--- src/rtl/mcv_pkg.sv ---
// Shared types, constants and lookup functions for the mesh cell volume block.
// No dependencies; used by every RTL file of the block except mcv_ram.
package mcv_pkg;

    localparam int COORD_BITS_DEF = 16;
    localparam int VOLUME_BITS    = 51;
    localparam int STORE_DEPTH    = 6;
    localparam int STORE_AW       = $clog2(STORE_DEPTH);
    localparam int QUEUE_DEPTH    = 2;

    // Cell type codes
    localparam logic [1:0] SHAPE_TET   = 2'd0;
    localparam logic [1:0] SHAPE_PYR   = 2'd1;
    localparam logic [1:0] SHAPE_WEDGE = 2'd2;
    localparam logic [1:0] SHAPE_RSVD  = 2'd3;

    // Classification of one vertex, front to back
    typedef struct packed {
        logic [STORE_AW-1:0] idx;
        logic                last;
        logic [1:0]          shape;
    } vtx_ctl_t;

    localparam int CTL_W = $bits(vtx_ctl_t);

    typedef enum logic [2:0] {
        B_IDLE,
        B_READ,
        B_MUL,
        B_ACC,
        B_SUM,
        B_DIV,
        B_OUT
    } back_state_t;

    // Reserved shape code is handled as a tetrahedron
    function automatic logic [1:0] shape_norm(input logic [1:0] shape);
        return (shape == SHAPE_RSVD) ? SHAPE_TET : shape;
    endfunction

    function automatic logic [2:0] verts_needed(input logic [1:0] shape);
        logic [2:0] n;
        case (shape)
            SHAPE_PYR:   n = 3'd5;
            SHAPE_WEDGE: n = 3'd6;
            default:     n = 3'd4;
        endcase
        return n;
    endfunction

    // Index of the last tetrahedron the cell splits into
    function automatic logic [1:0] last_tet(input logic [1:0] shape);
        logic [1:0] n;
        case (shape)
            SHAPE_PYR:   n = 2'd1;
            SHAPE_WEDGE: n = 2'd2;
            default:     n = 2'd0;
        endcase
        return n;
    endfunction

    // Corner k of tetrahedron tet of the split; corner 0 in the low bits
    function automatic logic [STORE_AW-1:0] tet_vertex(input logic [1:0] shape,
                                                       input logic [1:0] tet,
                                                       input logic [1:0] k);
        logic [4*STORE_AW-1:0] row;
        case ({shape, tet})
            {SHAPE_PYR, 2'd0}:   row = {3'd4, 3'd2, 3'd1, 3'd0};
            {SHAPE_PYR, 2'd1}:   row = {3'd4, 3'd3, 3'd2, 3'd0};
            {SHAPE_WEDGE, 2'd0}: row = {3'd4, 3'd2, 3'd1, 3'd0};
            {SHAPE_WEDGE, 2'd1}: row = {3'd5, 3'd4, 3'd2, 3'd0};
            {SHAPE_WEDGE, 2'd2}: row = {3'd5, 3'd4, 3'd3, 3'd0};
            default:             row = {3'd3, 3'd2, 3'd1, 3'd0};
        endcase
        return row[STORE_AW*k +: STORE_AW];
    endfunction

    // One radix-256 digit of a division by six: v = rem*256 + byte, v < 1536.
    // floor(v*683/4096) is exact over that range. Returns {quotient, remainder}.
    function automatic logic [10:0] div6_digit(input logic [10:0] v);
        logic [20:0] p;
        logic [7:0]  q;
        logic [10:0] r;
        p = 21'(v) * 21'd683;
        q = p[19:12];
        r = v - ({3'b000, q} * 11'd6);
        return {q, r[2:0]};
    endfunction

endpackage

--- src/rtl/mesh_cell_volume.sv ---
// Channel | Handshake          | Payload
// s_      | s_valid / s_ready  | s_shape, s_x_coord, s_y_coord, s_z_coord (one vertex)
// m_      | m_valid / m_ready  | m_volume, m_cell_type (one per finished cell)
//
// The back part takes one vertex per cycle while idle; on a cell's last vertex it
// runs each tetrahedron through the shared multiplier, then divides by six one byte
// at a time over the NDIG (7 at 16-bit coordinates) bytes of the sum, then loads the
// result. A two-entry queue lets the front keep taking vertices while the back
// computes; a result waits in its output register.
// Reset is synchronous and active low; it clears counters, queue and result valid.
// Top level of the mesh cell volume block; uses mcv_pkg, mcv_front, mcv_queue, mcv_back.
module mesh_cell_volume #(
    parameter int COORD_BITS = mcv_pkg::COORD_BITS_DEF
) (
    input  logic                            aclk,
    input  logic                            aresetn,
    input  logic                            s_valid,
    output logic                            s_ready,
    input  logic [1:0]                      s_shape,
    input  logic signed [COORD_BITS-1:0]    s_x_coord,
    input  logic signed [COORD_BITS-1:0]    s_y_coord,
    input  logic signed [COORD_BITS-1:0]    s_z_coord,
    output logic                            m_valid,
    input  logic                            m_ready,
    output logic [mcv_pkg::VOLUME_BITS-1:0] m_volume,
    output logic [1:0]                      m_cell_type
);

    logic                    f_valid, f_ready;
    mcv_pkg::vtx_ctl_t       f_ctl;
    logic [3*COORD_BITS-1:0] f_coords;
    logic                    b_valid, b_ready;
    mcv_pkg::vtx_ctl_t       b_ctl;
    logic [3*COORD_BITS-1:0] b_coords;

    // Vertex intake and classification
    mcv_front #(
        .COORD_BITS (COORD_BITS)
    ) u_front (
        .aclk      (aclk),
        .aresetn   (aresetn),
        .s_valid   (s_valid),
        .s_ready   (s_ready),
        .s_shape   (s_shape),
        .s_x_coord (s_x_coord),
        .s_y_coord (s_y_coord),
        .s_z_coord (s_z_coord),
        .f_valid   (f_valid),
        .f_ready   (f_ready),
        .f_ctl     (f_ctl),
        .f_coords  (f_coords)
    );

    // Decoupling queue
    mcv_queue #(
        .WIDTH (3 * COORD_BITS),
        .DEPTH (mcv_pkg::QUEUE_DEPTH)
    ) u_queue (
        .aclk      (aclk),
        .aresetn   (aresetn),
        .in_valid  (f_valid),
        .in_ready  (f_ready),
        .in_ctl    (f_ctl),
        .in_data   (f_coords),
        .out_valid (b_valid),
        .out_ready (b_ready),
        .out_ctl   (b_ctl),
        .out_data  (b_coords)
    );

    // Volume computation and result register
    mcv_back #(
        .COORD_BITS (COORD_BITS)
    ) u_back (
        .aclk        (aclk),
        .aresetn     (aresetn),
        .q_valid     (b_valid),
        .q_ready     (b_ready),
        .q_ctl       (b_ctl),
        .q_coords    (b_coords),
        .m_valid     (m_valid),
        .m_ready     (m_ready),
        .m_volume    (m_volume),
        .m_cell_type (m_cell_type)
    );

endmodule

--- src/rtl/mcv_ram.sv ---
// Generic single-write, single-read RAM with registered read data.
// No dependencies.
module mcv_ram #(
    parameter int WIDTH = 48,
    parameter int DEPTH = 6
) (
    input  logic                     clk,
    input  logic                     we,
    input  logic [$clog2(DEPTH)-1:0] waddr,
    input  logic [WIDTH-1:0]         wdata,
    input  logic [$clog2(DEPTH)-1:0] raddr,
    output logic [WIDTH-1:0]         rdata
);

    logic [WIDTH-1:0] mem [DEPTH];

    always_ff @(posedge clk) begin
        if (we) begin
            mem[waddr] <= wdata;
        end
        rdata <= mem[raddr];
    end

endmodule

--- src/rtl/mcv_queue.sv ---
// Short vertex queue between the front and back parts.
// Uses mcv_pkg for the control word layout.
module mcv_queue #(
    parameter int WIDTH = 48,
    parameter int DEPTH = mcv_pkg::QUEUE_DEPTH
) (
    input  logic                aclk,
    input  logic                aresetn,
    input  logic                in_valid,
    output logic                in_ready,
    input  mcv_pkg::vtx_ctl_t   in_ctl,
    input  logic [WIDTH-1:0]    in_data,
    output logic                out_valid,
    input  logic                out_ready,
    output mcv_pkg::vtx_ctl_t   out_ctl,
    output logic [WIDTH-1:0]    out_data
);

    localparam int PW = (DEPTH > 1) ? $clog2(DEPTH) : 1;
    localparam int CW = $clog2(DEPTH + 1);

    mcv_pkg::vtx_ctl_t  ctl_mem  [DEPTH];
    logic [WIDTH-1:0]   data_mem [DEPTH];
    logic [PW-1:0]      wr_ptr_reg, rd_ptr_reg;
    logic [CW-1:0]      count_reg;
    logic               push, pop;

    assign in_ready  = (count_reg != CW'(DEPTH));
    assign out_valid = (count_reg != '0);
    assign push      = in_valid && in_ready;
    assign pop       = out_valid && out_ready;
    assign out_ctl   = ctl_mem[rd_ptr_reg];
    assign out_data  = data_mem[rd_ptr_reg];

    // Storage
    always_ff @(posedge aclk) begin
        if (push) begin
            ctl_mem[wr_ptr_reg]  <= in_ctl;
            data_mem[wr_ptr_reg] <= in_data;
        end
    end

    // Pointers and fill level
    always_ff @(posedge aclk) begin
        if (!aresetn) begin
            wr_ptr_reg <= '0;
            rd_ptr_reg <= '0;
            count_reg  <= '0;
        end else begin
            if (push) begin
                wr_ptr_reg <= (wr_ptr_reg == PW'(DEPTH - 1)) ? '0 : wr_ptr_reg + 1'b1;
            end
            if (pop) begin
                rd_ptr_reg <= (rd_ptr_reg == PW'(DEPTH - 1)) ? '0 : rd_ptr_reg + 1'b1;
            end
            if (push && !pop) begin
                count_reg <= count_reg + 1'b1;
            end else if (pop && !push) begin
                count_reg <= count_reg - 1'b1;
            end
        end
    end

endmodule

--- src/rtl/mcv_front.sv ---
// Front part: takes vertex transfers, latches the cell shape and tags each
// vertex with its store slot and a last-of-cell flag. Uses mcv_pkg.
module mcv_front #(
    parameter int COORD_BITS = mcv_pkg::COORD_BITS_DEF
) (
    input  logic                    aclk,
    input  logic                    aresetn,
    input  logic                    s_valid,
    output logic                    s_ready,
    input  logic [1:0]              s_shape,
    input  logic [COORD_BITS-1:0]   s_x_coord,
    input  logic [COORD_BITS-1:0]   s_y_coord,
    input  logic [COORD_BITS-1:0]   s_z_coord,
    output logic                    f_valid,
    input  logic                    f_ready,
    output mcv_pkg::vtx_ctl_t       f_ctl,
    output logic [3*COORD_BITS-1:0] f_coords
);

    logic [mcv_pkg::STORE_AW-1:0] cnt_reg;
    logic [1:0]                   shape_reg;
    logic [1:0]                   shape_eff;
    logic                         last;
    logic                         push;

    // Shape comes from the first vertex of a cell only
    assign shape_eff = (cnt_reg == '0) ? mcv_pkg::shape_norm(s_shape) : shape_reg;
    assign last      = (3'(cnt_reg) + 3'd1) == mcv_pkg::verts_needed(shape_eff);

    assign s_ready   = f_ready;
    assign f_valid   = s_valid;
    assign push      = s_valid && f_ready;

    assign f_ctl.idx   = cnt_reg;
    assign f_ctl.last  = last;
    assign f_ctl.shape = shape_eff;
    assign f_coords    = {s_z_coord, s_y_coord, s_x_coord};

    // Vertex counter and shape latch
    always_ff @(posedge aclk) begin
        if (!aresetn) begin
            cnt_reg   <= '0;
            shape_reg <= mcv_pkg::SHAPE_TET;
        end else if (push) begin
            shape_reg <= shape_eff;
            cnt_reg   <= last ? '0 : cnt_reg + 1'b1;
        end
    end

endmodule

--- src/rtl/mcv_back.sv ---
// Back part: writes vertices to the store and, on a cell's last vertex,
// sums the absolute triple products with one shared multiplier, divides by
// six digit-serially and drives the result register. Uses mcv_pkg, mcv_ram.
module mcv_back #(
    parameter int COORD_BITS = mcv_pkg::COORD_BITS_DEF
) (
    input  logic                          aclk,
    input  logic                          aresetn,
    input  logic                          q_valid,
    output logic                          q_ready,
    input  mcv_pkg::vtx_ctl_t             q_ctl,
    input  logic [3*COORD_BITS-1:0]       q_coords,
    output logic                          m_valid,
    input  logic                          m_ready,
    output logic [mcv_pkg::VOLUME_BITS-1:0] m_volume,
    output logic [1:0]                    m_cell_type
);

    localparam int CB    = COORD_BITS;
    localparam int D     = CB + 1;              // coordinate difference
    localparam int XW    = 2 * D + 1;           // cross product component
    localparam int PW    = 3 * D + 1;           // multiplier output
    localparam int TW    = 3 * D + 3;           // triple product
    localparam int NDIG  = (3 * D + 5 + 7) / 8; // bytes of the cell sum
    localparam int SUM_W = NDIG * 8;
    localparam int CW    = $clog2(NDIG);
    localparam int VW    = mcv_pkg::VOLUME_BITS;
    localparam int EW    = (SUM_W > VW) ? SUM_W : VW + 1;
    localparam int AW    = mcv_pkg::STORE_AW;

    mcv_pkg::back_state_t state_reg, state_next;

    logic              pop, ld_out;
    logic [AW-1:0]     rd_addr;
    logic [3*CB-1:0]   rd_data;

    logic [1:0]        shape_reg;
    logic [1:0]        tet_reg;
    logic [2:0]        rd_reg;
    logic [3:0]        step_reg, pstep_reg;
    logic              pvalid_reg;
    logic [CW-1:0]     div_cnt_reg;
    logic [2:0]        rem_reg;

    logic signed [D-1:0]  rd_ext [3];
    logic signed [D-1:0]  diff   [3];
    logic signed [D-1:0]  a_reg  [3];
    logic signed [D-1:0]  u_reg  [3];
    logic signed [D-1:0]  v_reg  [3];
    logic signed [D-1:0]  w_reg  [3];
    logic signed [XW-1:0] x_reg  [3];
    logic signed [TW-1:0] t_reg;
    logic signed [D-1:0]  mul_a;
    logic signed [XW-1:0] mul_b;
    logic signed [PW-1:0] prod_reg;
    logic signed [XW-1:0] prod_x;
    logic signed [TW-1:0] prod_t;
    logic [TW-1:0]        abs_t;
    logic [SUM_W-1:0]     sum_reg;
    logic [10:0]          digit;
    logic [EW-1:0]        q_ext;

    logic                 m_valid_reg;
    logic [VW-1:0]        volume_reg;
    logic [1:0]           type_reg;

    // Vertex store
    mcv_ram #(
        .WIDTH (3 * CB),
        .DEPTH (mcv_pkg::STORE_DEPTH)
    ) u_store (
        .clk   (aclk),
        .we    (pop),
        .waddr (q_ctl.idx),
        .wdata (q_coords),
        .raddr (rd_addr),
        .rdata (rd_data)
    );

    assign pop     = q_valid && q_ready;
    assign rd_addr = mcv_pkg::tet_vertex(shape_reg, tet_reg, rd_reg[1:0]);

    // Read data widened, and its offset from corner a
    always_comb begin
        for (int k = 0; k < 3; k++) begin
            rd_ext[k] = $signed({rd_data[k*CB + CB - 1], rd_data[k*CB +: CB]});
            diff[k]   = rd_ext[k] - a_reg[k];
        end
    end

    // Multiplier operand schedule: six cross-product terms, then the dot product
    always_comb begin
        case (step_reg)
            4'd0:    begin mul_a = v_reg[1]; mul_b = XW'(w_reg[2]); end
            4'd1:    begin mul_a = v_reg[2]; mul_b = XW'(w_reg[1]); end
            4'd2:    begin mul_a = v_reg[2]; mul_b = XW'(w_reg[0]); end
            4'd3:    begin mul_a = v_reg[0]; mul_b = XW'(w_reg[2]); end
            4'd4:    begin mul_a = v_reg[0]; mul_b = XW'(w_reg[1]); end
            4'd5:    begin mul_a = v_reg[1]; mul_b = XW'(w_reg[0]); end
            4'd6:    begin mul_a = u_reg[0]; mul_b = x_reg[0]; end
            4'd7:    begin mul_a = u_reg[1]; mul_b = x_reg[1]; end
            default: begin mul_a = u_reg[2]; mul_b = x_reg[2]; end
        endcase
    end

    assign prod_x = $signed(prod_reg[XW-1:0]);
    assign prod_t = TW'(prod_reg);
    assign abs_t  = t_reg[TW-1] ? TW'(-t_reg) : TW'(t_reg);
    assign digit  = mcv_pkg::div6_digit({rem_reg, sum_reg[SUM_W-1 -: 8]});
    assign q_ext  = EW'(sum_reg);

    // Next state and handshake
    always_comb begin
        state_next = state_reg;
        q_ready    = 1'b0;
        ld_out     = 1'b0;
        case (state_reg)
            mcv_pkg::B_IDLE: begin
                q_ready = 1'b1;
                if (q_valid && q_ctl.last) begin
                    state_next = mcv_pkg::B_READ;
                end
            end
            mcv_pkg::B_READ: begin
                if (rd_reg == 3'd4) begin
                    state_next = mcv_pkg::B_MUL;
                end
            end
            mcv_pkg::B_MUL: begin
                if (step_reg == 4'd8) begin
                    state_next = mcv_pkg::B_ACC;
                end
            end
            mcv_pkg::B_ACC: begin
                state_next = mcv_pkg::B_SUM;
            end
            mcv_pkg::B_SUM: begin
                if (tet_reg == mcv_pkg::last_tet(shape_reg)) begin
                    state_next = mcv_pkg::B_DIV;
                end else begin
                    state_next = mcv_pkg::B_READ;
                end
            end
            mcv_pkg::B_DIV: begin
                if (div_cnt_reg == CW'(NDIG - 1)) begin
                    state_next = mcv_pkg::B_OUT;
                end
            end
            mcv_pkg::B_OUT: begin
                if (!m_valid_reg || m_ready) begin
                    ld_out     = 1'b1;
                    state_next = mcv_pkg::B_IDLE;
                end
            end
            default: begin
                state_next = mcv_pkg::B_IDLE;
            end
        endcase
    end

    // Control registers
    always_ff @(posedge aclk) begin
        if (!aresetn) begin
            state_reg   <= mcv_pkg::B_IDLE;
            pvalid_reg  <= 1'b0;
            m_valid_reg <= 1'b0;
        end else begin
            state_reg  <= state_next;
            pvalid_reg <= (state_reg == mcv_pkg::B_MUL);
            if (ld_out) begin
                m_valid_reg <= 1'b1;
            end else if (m_ready) begin
                m_valid_reg <= 1'b0;
            end
        end
    end

    // Sequencer counters, vertex offsets, sum and divider
    always_ff @(posedge aclk) begin
        case (state_reg)
            mcv_pkg::B_IDLE: begin
                if (pop && q_ctl.last) begin
                    shape_reg <= q_ctl.shape;
                    tet_reg   <= 2'd0;
                    rd_reg    <= 3'd0;
                    sum_reg   <= '0;
                end
            end
            mcv_pkg::B_READ: begin
                rd_reg <= rd_reg + 3'd1;
                for (int k = 0; k < 3; k++) begin
                    case (rd_reg)
                        3'd1:    a_reg[k] <= rd_ext[k];
                        3'd2:    u_reg[k] <= diff[k];
                        3'd3:    v_reg[k] <= diff[k];
                        3'd4:    w_reg[k] <= diff[k];
                        default: ;
                    endcase
                end
                step_reg <= 4'd0;
            end
            mcv_pkg::B_MUL: begin
                step_reg <= step_reg + 4'd1;
            end
            mcv_pkg::B_SUM: begin
                sum_reg     <= sum_reg + SUM_W'(abs_t);
                tet_reg     <= tet_reg + 2'd1;
                rd_reg      <= 3'd0;
                div_cnt_reg <= '0;
                rem_reg     <= 3'd0;
            end
            mcv_pkg::B_DIV: begin
                // Quotient bytes shift in as dividend bytes shift out
                sum_reg     <= {sum_reg[SUM_W-9:0], digit[10:3]};
                rem_reg     <= digit[2:0];
                div_cnt_reg <= div_cnt_reg + 1'b1;
            end
            default: ;
        endcase
    end

    // Multiplier with registered product, accumulated in the following cycle
    always_ff @(posedge aclk) begin
        prod_reg  <= mul_a * mul_b;
        pstep_reg <= step_reg;
        if (pvalid_reg) begin
            case (pstep_reg)
                4'd0:    x_reg[0] <= prod_x;
                4'd1:    x_reg[0] <= x_reg[0] - prod_x;
                4'd2:    x_reg[1] <= prod_x;
                4'd3:    x_reg[1] <= x_reg[1] - prod_x;
                4'd4:    x_reg[2] <= prod_x;
                4'd5:    x_reg[2] <= x_reg[2] - prod_x;
                4'd6:    t_reg    <= prod_t;
                default: t_reg    <= t_reg + prod_t;
            endcase
        end
    end

    // Result register, saturated to the volume width
    always_ff @(posedge aclk) begin
        if (ld_out) begin
            volume_reg <= (q_ext > EW'({VW{1'b1}})) ? {VW{1'b1}} : q_ext[VW-1:0];
            type_reg   <= shape_reg;
        end
    end

    assign m_valid     = m_valid_reg;
    assign m_volume    = volume_reg;
    assign m_cell_type = type_reg;

endmodule

--- config.mk ---
export PLATFORM = sky130hd
export DESIGN_NAME = mesh_cell_volume
export DESIGN_NICKNAME = d
export VERILOG_FILES = /design/src/rtl/mcv_pkg.sv /design/src/rtl/mesh_cell_volume.sv /design/src/rtl/mcv_ram.sv /design/src/rtl/mcv_queue.sv /design/src/rtl/mcv_front.sv /design/src/rtl/mcv_back.sv
export SDC_FILE = /design/constraint.sdc
export NUM_CORES = 2
export LEC_CHECK = 0
export BUFFER_PORTS_ARGS = -buffer_cell sky130_fd_sc_hd__buf_2
export CAP_MARGIN = 20
export CORE_MARGIN = 1.5
export CORE_UTILIZATION = 53
export DETAILED_ROUTE_END_ITERATION = 12
export HOLD_SLACK_MARGIN = 0.15
export PLACE_DENSITY = 0.69
export RECOVER_POWER = 50
export SYNTH_ARGS = -nofsm -noshare
export SYNTH_HDL_FRONTEND = slang
export SYNTH_HIERARCHICAL = 1
export SYNTH_SLANG_ARGS = --single-unit
export TNS_END_PERCENT = 100
--- constraint.sdc ---
create_clock -name aclk -period 18.18 [get_ports aclk]
set_input_delay 1.818 -clock aclk [delete_from_list [all_inputs] [get_ports aclk]]
set_output_delay 1.818 -clock aclk [all_outputs]
set_load 0.005 [all_outputs]
==> impl_metrics.yaml <==
cts:
  clk_pin_slew_worst_paths_ns: 0.06
  numCtsBuffers: 106
  cts_hold_buffers: 0
  clockBufferDepth: 3
  clkSinkCount: 1001
  ctsRootBufferMaster: "clkbuf_16"
  htree_levels: 3
  cts_repair_resize_count: 0
  post_cts_buffers: 0
  cts_tree: "built"
  worstSkewPairLatency_ns: 0.77
placed_design:
  routabilityCongestion: 0.972
  dp.cells: 8541
  dp_hpwl_mm: 141
  io_buffers: 108
route:
  routed_wl_mm: 188
  wl_per_cell_um: 21.5
  dr_total_vias: 51077
  ant_nets: 0
  drt_iter0_markers: 4689
  drcViolationCount: 0
  vias_per_cell: 5.84
  first_pass_iters: 9
yosys:
  synth_area_leaders: "edfxtp_1 (36%), fa_1 (16%), ha_1 (7.8%), inv_1 (4.3%), nand2_1 (3.4%)"
  synth_area_um2: 73100
  synth_edf_count: 882
  yosysWarnings: 6
  async_reset_ff_share_pct: 0
  synth_most_common_cell: "edfxtp_1"
  synth.distinct_cells: 95
  synth_ff_type: "edfxtp_1"
  synth_seq_cells: 1001
  syn_area_per_cell_um2: 10.7
  synth_top_cell_area_share_pct: 36.2
  synth.yosys.seq_area_share_pct: 39.5
  ys_top_cells_by_count: "edfxtp_1 (882), inv_1 (838), nand2_1 (662), fa_1 (599), nor2_1 (589)"
  synth_top_cell_by_area: "edfxtp_1"
  synthCells: 6856
  synth_nets: 7967
grt:
  grt_pass1_vias: 51253
  grt_max_degree: 70
  grt.total_usage_pct: 26.8
  grt_pass1_wl_mm: 293
  grt_antenna_before_repair: 1
  grt_overflow: 0
critical_path:
  crit_slowest_cell: "and4_1"
  cp_max_fo: 52
  setup.worst_path.end_class: "flop"
  cpPeakStageDelay_ns: 1.02
  start_kind: "flop"
  worstPathArrival_ns: 10.32
  cp.required_ns: 18.76
  path_class: "flop to flop"
  crit_path_frequent_cell: "fa_1"
outcome:
  status: "finished with violations"
  failed_checks: "max-capacitance violations, max-slew violations"
final_layout:
  nets: 7967
  drive_above_1_share_pct: 6.25
  areaGrowthSynthToFinish_pct: 7.88
  utilization_pct: 57.5
  antennaDiodeCount: 0
  nFillCells: 11530
  regArea_um2: 28900
  multi_input_area_um2: 39800
  fin_cells: 8741
  largest_reg_flops: 288
floorplanning:
  rows: 136
  core-area_um2: 137000
  die_width_um: 374
  die_y_um: 374
  initial_core_util_pct: 53.3
  ioPinCount: 109
  die_area_um2: 140000
sta:
  finalCritPeriodShare_pct: 53.6
  clock_skew_ns: 0.0719
  worst_pin_slew_ns: 3.44
  hold_viol: 0
  rsz0062_at_grt: "false"
  finalCriticalPeriod_ns: 9.74
  tns_ns: 0
  setup_violations: 0
  slew_violations: 713
  fmaxAchievable_ghz: 0.103
  worst_slew_margin_rel_pct: -129
run:
  cap_violations: 14
worst_hold_path:
  hold_class: "flop to flop"
[layout by cell type (no fill, tap or decap), drive strengths merged, types with 44 or more instances in the layout]
master	netlist	final
clkbuf	207	164
fa	599	599
dfxtp	119	119
a22o	66	66
inv	839	840
nand3	80	80
mux2i	155	155
xnor2	217	217
edfxtp	882	882
clkinv	1	44
or3	71	71
nand2	662	662
o21ai	293	293
nor2b	60	60
nor2	589	589
a21o	149	149
and2	45	45
xor2	93	93
mux2	57	57
buf	96	164
nand2b	58	58
a31oi	46	46
nor3	58	58
a21oi	359	359
ha	458	458
o31ai	44	44
[critical path, delay by kind of cell, from the launching register on]
family	cells	cell delay [ns]
xor+xnor	1	0.17
flops	1	0.46
compound gates	10	2.93
simple gates	5	1.79
fa+ha+maj	8	3.54
buf+inv	6	0.62
[final timing paths]
| check | from | endpoint | slack, ns | depth (start not counted) |
|---|---|---|---|---|
| worst max-delay path | u_back/step_reg[0] | u_back/prod_reg[44] | 8.44 | 30 |
| worst min-delay path | u_back/u_store/rdata[32] | u_back/a_reg[0][34] | 0.43 | 0 |
| worst max register to register | u_back/step_reg[0] | u_back/prod_reg[44] | 8.44 | 30 |
| worst min register to register | u_back/u_store/rdata[32] | u_back/a_reg[0][34] | 0.43 | 0 |
[layout make-up]
| cell class | count | area share [%] |
|---|---|---|
| timing repair buffer | 195 | 1.40 |
| clock buffer | 133 | 3.61 |
| inverter | 840 | 4.00 |
| multi-input combinational | 4712 | 50.4 |
| tap | 1794 | 2.85 |
| clock inverter | 66 | 1.11 |
| sequential | 1001 | 36.6 |
[per-layer routing]
layer / vias up / global-route usage (%) / wire length (µm)
met3: 352 / 4.99 / 14300
met1: 25221 / 36.0 / 78400
met4: 0 / 10.2 / 7680
li1: 23621 / - / -
met5: - / 0 / 0
met2: 1883 / 43.4 / 87700
[cells by family after synthesis]
| kind of cell | after synthesis | synth area share [%] |
|---|---|---|
| simple gates | 1788 | 11.0 |
| compound gates | 1345 | 12.2 |
| buf+inv | 1143 | 6.31 |
| fa+ha+maj | 1057 | 24.2 |
| flops | 1001 | 39.5 |
| xor+xnor | 310 | 3.71 |
| mux | 212 | 3.00 |
[stage by stage]
step | instance area, µm² | setup slack, ns | hold WS [ns]
after CTS | 79000 | 8.58 | 0.431
after floorplan | 73100 | 9.75 | 0.346
after global placement | 75300 | 8.71 | 0.416
after global routing | 78900 | 8.04 | 0.447
after detailed placement | 75300 | 8.64 | 0.420
final | 78900 | 8.44 | 0.430
Power is not shown: default switching activity piles up to over one toggle a cycle in this logic, so the estimate is an artifact.
